$ cat src/sv/pre_pkg.sv
// Shared constants, payload types and divider response type for the pulse rate estimator.
`default_nettype none

package pre_pkg;

  localparam int SAMPLE_WINDOW   = 100;
  localparam int INTERVAL_WINDOW = 100;

  localparam int SAMPLE_W  = 12;
  localparam int OFFSET_W  = 12;
  localparam int TIME_W    = 32;
  localparam int BPM_W     = 16;
  localparam int COUNT_W   = 16;

  localparam int OFFSET_RESET   = 200;
  localparam int INTERVAL_RESET = 400;
  localparam int MS_PER_MINUTE  = 60000;
  localparam int BPM_MAX        = (1 << BPM_W) - 1;

  localparam int SPOS_W = $clog2(SAMPLE_WINDOW);
  localparam int IPOS_W = (INTERVAL_WINDOW > 1) ? $clog2(INTERVAL_WINDOW) : 1;
  localparam int SSUM_W = SAMPLE_W + $clog2(SAMPLE_WINDOW + 1);
  localparam int ISUM_W = TIME_W + $clog2(INTERVAL_WINDOW + 1);

  // bpm = DIVIDEND / interval_sum
  localparam int DIVIDEND = MS_PER_MINUTE * INTERVAL_WINDOW;
  localparam int DIV_W    = $clog2(DIVIDEND + 1);
  localparam int DCNT_W   = $clog2(DIV_W + 1);
  localparam int SAT_W    = DIV_W + BPM_W + 1;

  typedef struct packed {
    logic [SAMPLE_W-1:0] sample;
    logic [TIME_W-1:0]   now_ms;
  } in_t;

  typedef struct packed {
    logic               led_on;
    logic               beat;
    logic [BPM_W-1:0]   bpm;
    logic [COUNT_W-1:0] beat_count;
  } out_t;

  typedef struct packed {
    logic             done;
    logic [DIV_W-1:0] quot;
  } div_rsp_t;

endpackage

`default_nettype wire

$ cat src/sv/pre_divider.sv
// Bit-serial restoring divider: constant dividend over a registered divisor, one quotient bit per cycle.
`default_nettype none

module pre_divider (
  input  wire logic                        clk,
  input  wire logic                        rst_n,
  input  wire logic                        start,
  input  wire logic [pre_pkg::DIV_W-1:0]   divisor,
  output pre_pkg::div_rsp_t                rsp
);

  logic                         busy_r;
  logic                         done_r;
  logic [pre_pkg::DCNT_W-1:0]   cnt_r;
  logic [pre_pkg::DIV_W-1:0]    dvd_r;
  logic [pre_pkg::DIV_W-1:0]    rem_r;
  logic [pre_pkg::DIV_W-1:0]    quot_r;
  logic [pre_pkg::DIV_W-1:0]    dsr_r;

  logic [pre_pkg::DIV_W:0]      trial;
  logic [pre_pkg::DIV_W:0]      diff;
  logic                         fits;

  // bring down the next dividend bit and try a subtract
  assign trial = {rem_r, dvd_r[pre_pkg::DIV_W-1]};
  assign diff  = trial - {1'b0, dsr_r};
  assign fits  = ~diff[pre_pkg::DIV_W];

  always_ff @(posedge clk) begin
    if (!rst_n) begin
      busy_r <= 1'b0;
      done_r <= 1'b0;
      cnt_r  <= '0;
    end else begin
      done_r <= 1'b0;
      if (start) begin
        busy_r <= 1'b1;
        cnt_r  <= pre_pkg::DCNT_W'(pre_pkg::DIV_W);
      end else if (busy_r) begin
        cnt_r <= cnt_r - 1'b1;
        if (cnt_r == pre_pkg::DCNT_W'(1)) begin
          busy_r <= 1'b0;
          done_r <= 1'b1;
        end
      end
    end
  end

  always_ff @(posedge clk) begin
    if (start) begin
      dsr_r  <= divisor;
      rem_r  <= '0;
      quot_r <= '0;
      dvd_r  <= pre_pkg::DIV_W'(pre_pkg::DIVIDEND);
    end else if (busy_r) begin
      rem_r  <= fits ? diff[pre_pkg::DIV_W-1:0] : trial[pre_pkg::DIV_W-1:0];
      quot_r <= {quot_r[pre_pkg::DIV_W-2:0], fits};
      dvd_r  <= {dvd_r[pre_pkg::DIV_W-2:0], 1'b0};
    end
  end

  assign rsp.done = done_r;
  assign rsp.quot = quot_r;

endmodule

`default_nettype wire

$ cat config.mk
export PLATFORM = sky130hd
export DESIGN_NAME = pre_divider
export DESIGN_NICKNAME = d
export VERILOG_FILES = /design/src/sv/pre_pkg.sv /design/src/sv/pre_divider.sv
export SDC_FILE = /design/constraint.sdc
export NUM_CORES = 1
export LEC_CHECK = 0
export ABC_AREA = 1
export BUFFER_PORTS_ARGS = -buffer_cell sky130_fd_sc_hd__clkbuf_2
export CAP_MARGIN = 20
export CORE_MARGIN = 8
export CORE_UTILIZATION = 60
export DETAILED_ROUTE_END_ITERATION = 10
export PLACE_DENSITY = 0.91
export SYNTH_ARGS = -nofsm -noshare
export SYNTH_HDL_FRONTEND = slang
export SYNTH_SLANG_ARGS = --single-unit
$ cat constraint.sdc
create_clock -name clk -period 2.4 [get_ports clk]
set_input_delay 0.48 -clock clk [delete_from_list [all_inputs] [get_ports clk]]
set_output_delay 0.48 -clock clk [all_outputs]
set_load 0.005 [all_outputs]
==> impl_metrics.py <==
metrics = {
    "yosys": {
        "synth_largest_area_cell": "dfxtp_1",
        "avgSynthCellArea_um2": 7.03,
        "netlist_instances": 733,
        "ys_dominant_reg_cell": "dfxtp_1",
        "synth.net_count": 785,
        "synth_edf_count": 23,
        "synth_top_area_share_pct": 26.8,
        "synthAdderAreaFrac_pct": 6.46,
        "synth_seq_cells": 92,
        "synth_top_family_by_area": "simple AND/OR/NAND/NOR gates",
        "yosysWarnings": 0,
        "ys_async_sr_fraction_pct": 0,
        "syn-cell-area_um2": 5150,
        "synth-simple-area-share_pct": 30.3,
        "synth-xor-area-share_pct": 1.87,
        "synth_area_leaders": "dfxtp_1, nand2_1, edfxtp_1",
        "synthMuxAreaShare_pct": 0,
        "synth_compound_area_share_pct": 7.70,
        "synth_cell_type_count": 39,
        "ys_seq_area_share_pct": 40.2,
    },
    "setup_path": {
        "critPathRequiredTime_ps": 2720,
        "crit_type": "reg -> reg",
        "crit_chain": "inv_1, ha_1, or2_1, nand3_2, nand2_4, nand2_2, nand4_2, nand2_4, nand2_1, nand2_1, nand2_1, nand2_1",
        "cp.arrival_ps": 2480,
        "cp_slowest_cell": "edfxtp_1",
        "crit_top_cell": "nand2_1",
        "crit_path_end_kind": "flip-flop",
        "crit_path_start_kind": "flip-flop",
        "critPathMaxStageDelay_ps": 350,
        "worstPathMaxFanout": 19,
    },
    "global_route": {
        "antenna_found_initial": 0,
        "grt_pass1_wl_um": 19700,
        "first_global_vias": 4478,
        "grt_use_total_pct": 20.5,
        "grt_start_max_net_pins": 33,
        "grt_overflow": 0,
    },
    "sta": {
        "min_period_over_period_pct": 90.0,
        "setup_viol_count_final": 0,
        "slew_violations": 0,
        "fmax_mhz": 463,
        "period_minus_slack_ps": 2160,
        "max-slew-margin-rel_pct": 75.0,
        "tightest_slew_ps": 375,
        "final_hold_viol_count": 0,
        "fin_tns_setup_ps": 0,
        "rsz0062_at_grt": "false",
        "finClkSkew_ps": 10.7,
    },
    "clock_tree": {
        "clock_latency_ps": 370,
        "clock_path_buffers": 2,
        "cts_tree": "done",
        "clockRootBuffer": "clkbuf_8",
        "cts_hold_buf": 0,
        "htreeDepth": 3,
        "clock_sinks": 92,
        "clk_pin_slew_ps": 110,
        "cts-buffers-inserted": 9,
    },
    "floorplan": {
        "initial_core_util_pct": 60.5,
        "chipHeight_um": 109,
        "num_rows": 34,
        "fp.dieArea_um2": 11800,
        "core_region_area_um2": 8510,
        "num_io_pins": 50,
        "chipWidth_um": 109,
    },
    "flow_run": {
        "drv_cap": 0,
    },
    "final_layout": {
        "final_net_count": 836,
        "n_antenna_cell": 0,
        "stdcell_area_um2": 5710,
        "areaGrowthSynthToFinish_pct": 10.8,
        "drive_gt1_share_pct": 13.2,
        "fin_cells": 897,
    },
    "power_and_ir_drop": {
        "ir_drop_v": 0.000362,
        "pwr_density_cell_nw_per_um2": 545,
        "total_power_mw": 3.11,
        "p_leak_nw": 3.08,
    },
    "drt": {
        "postRouteAntennaNets": 0,
        "wl_per_cell_um": 13.0,
        "dr.pass1.iters": 5,
        "wl_um": 11700,
        "drc": 0,
        "drt_iter0_drc": 295,
        "num_vias": 4601,
        "via_per_inst": 5.13,
    },
    "worst_hold_path": {
        "hold_path.class": "in -> reg",
    },
    "placed_design": {
        "dpl.hpwl_um": 8850,
        "routabilityCongestion": 0.920,
        "dpl_cell_area_um2": 5490,
        "dp.cells": 881,
        "io_buffer_count": 49,
    },
    "outcome": {
        "status": "finished clean",
    },
}
-- synthesized netlist by cell type, types with 2 or more instances --
| cell | n |
|---|---|
| nor3_1 | 4 |
| nor2_4 | 3 |
| dfxtp_1 | 69 |
| buf_2 | 2 |
| nand2_1 | 259 |
| o22ai_1 | 28 |
| nand2_2 | 14 |
| a22oi_1 | 9 |
| o21ai_0 | 4 |
| nor2_1 | 34 |
| nand3_1 | 33 |
| clkbuf_1 | 10 |
| nand3_2 | 2 |
| o21ai_1 | 4 |
| a21oi_1 | 12 |
| nand4_1 | 6 |
| xnor2_1 | 2 |
| xor2_1 | 9 |
| inv_1 | 157 |
| nand2_4 | 4 |
| ha_1 | 25 |
| edfxtp_1 | 23 |
| buf_6 | 2 |
| nor2_2 | 2 |
| nand3b_1 | 2 |
-- what timing repair did --
item	in CTS	in global routing
hold endpoints to repair	0	0
endpoints found under the setup margin	0	2
gates resized for setup	0	2
setup buffers	0	0
-- registers in the layout, indices dropped and copies added, names as in the netlist --
name	cells
dvd_r	16
busy_r	1
quot_r	23
dsr_r	23
rem_r	23
cnt_r	5
done_r	1
-- cells in the final DEF (no fill, tap or decap), drive strengths merged --
cell    netlist  routed
a221oi        1       1
xnor2         2       2
inv         158     162
dfxtp        69      69
clkbuf       10      58
nand2       277     277
a31oi         1       1
o211ai        1       1
a21o          1       1
o22ai        28      28
nand3        35      35
nor3          4       4
a22oi         9       9
fa            1       1
a21oi        13      13
xor2          9       9
buf           6       7
nand3b        2       2
edfxtp       23      23
ha           25      25
o21bai        1       1
and2          1       1
or2           1       1
o31ai         1       1
nor2         39      39
clkinv        0       3
o21ai         8       8
nand4         7       7
-- layout make-up --
cell class / count / area, um^2
fillers: 722 / 2800
multi-input cells: 467 / 2400
flip-flops and latches: 92 / 2070
inverters: 158 / 593
repair buffers: 56 / 298
well taps: 108 / 135
clock buffers: 9 / 124
clock inverters: 7 / 86.3
-- power breakdown --
| group | leakage [nW] | internal, mW | switching, mW |
|---|---|---|---|
| sequential | 0.786 | 1.65 | 0.0239 |
| clock | 0.105 | 0.424 | 0.653 |
| combinational | 2.19 | 0.124 | 0.236 |
| total | 3.08 | 2.20 | 0.913 |
-- worst max-delay path, delay by kind of cell (launching register included) --
family,cells,cell delay [ps]
buffers and inverters,1,40
DFF,1,350
and+or+nand+nor,10,1370
adders and majority gates,1,350
-- metrics by stage --
| step | hold WS (ps) | utilization [%] | worst slack (ps) |
|---|---|---|---|
| detailed placement | 460 | 64.5 | 140 |
| global placement | 446 | 64.5 | 159 |
| CTS | 254 | 67.0 | 119 |
| finish | 273 | 67.1 | 241 |
| floorplan | 436 | - | 531 |
| global route | 246 | 67.1 | 10.2 |
-- routing by layer --
metal,GRT usage (%),up-vias,wire length [um]
met5,0,-,0
met4,8.41,0,233
met3,3.61,22,534
met2,35.1,120,5740
met1,25.0,2099,5200
li1,-,2360,-
-- logic make-up (layout without fill, tap and decap cells) --
group | count (synthesis) | in the layout
xor+xnor | 11 | 11
fa+ha+maj | 26 | 26
simple gates | 366 | 366
compound gates | 64 | 64
buf+inv | 174 | 230
flops | 92 | 92
-- path summary, 6_finish.rpt --
path	end	depth (start not counted)	startpoint	slack (ps)
min reg2reg	dvd_r[20]$_SDFFE_PP1P_	2	dvd_r[19]$_SDFFE_PP1P_	470
max	rem_r[0]$_SDFFE_PP0P_	12	dsr_r[2]$_DFFE_PP_	240
min	dsr_r[2]$_DFFE_PP_	1	divisor[2]	270
max reg2reg	rem_r[0]$_SDFFE_PP0P_	12	dsr_r[2]$_DFFE_PP_	240
Note: power is estimated with default switching activity, not from simulation.
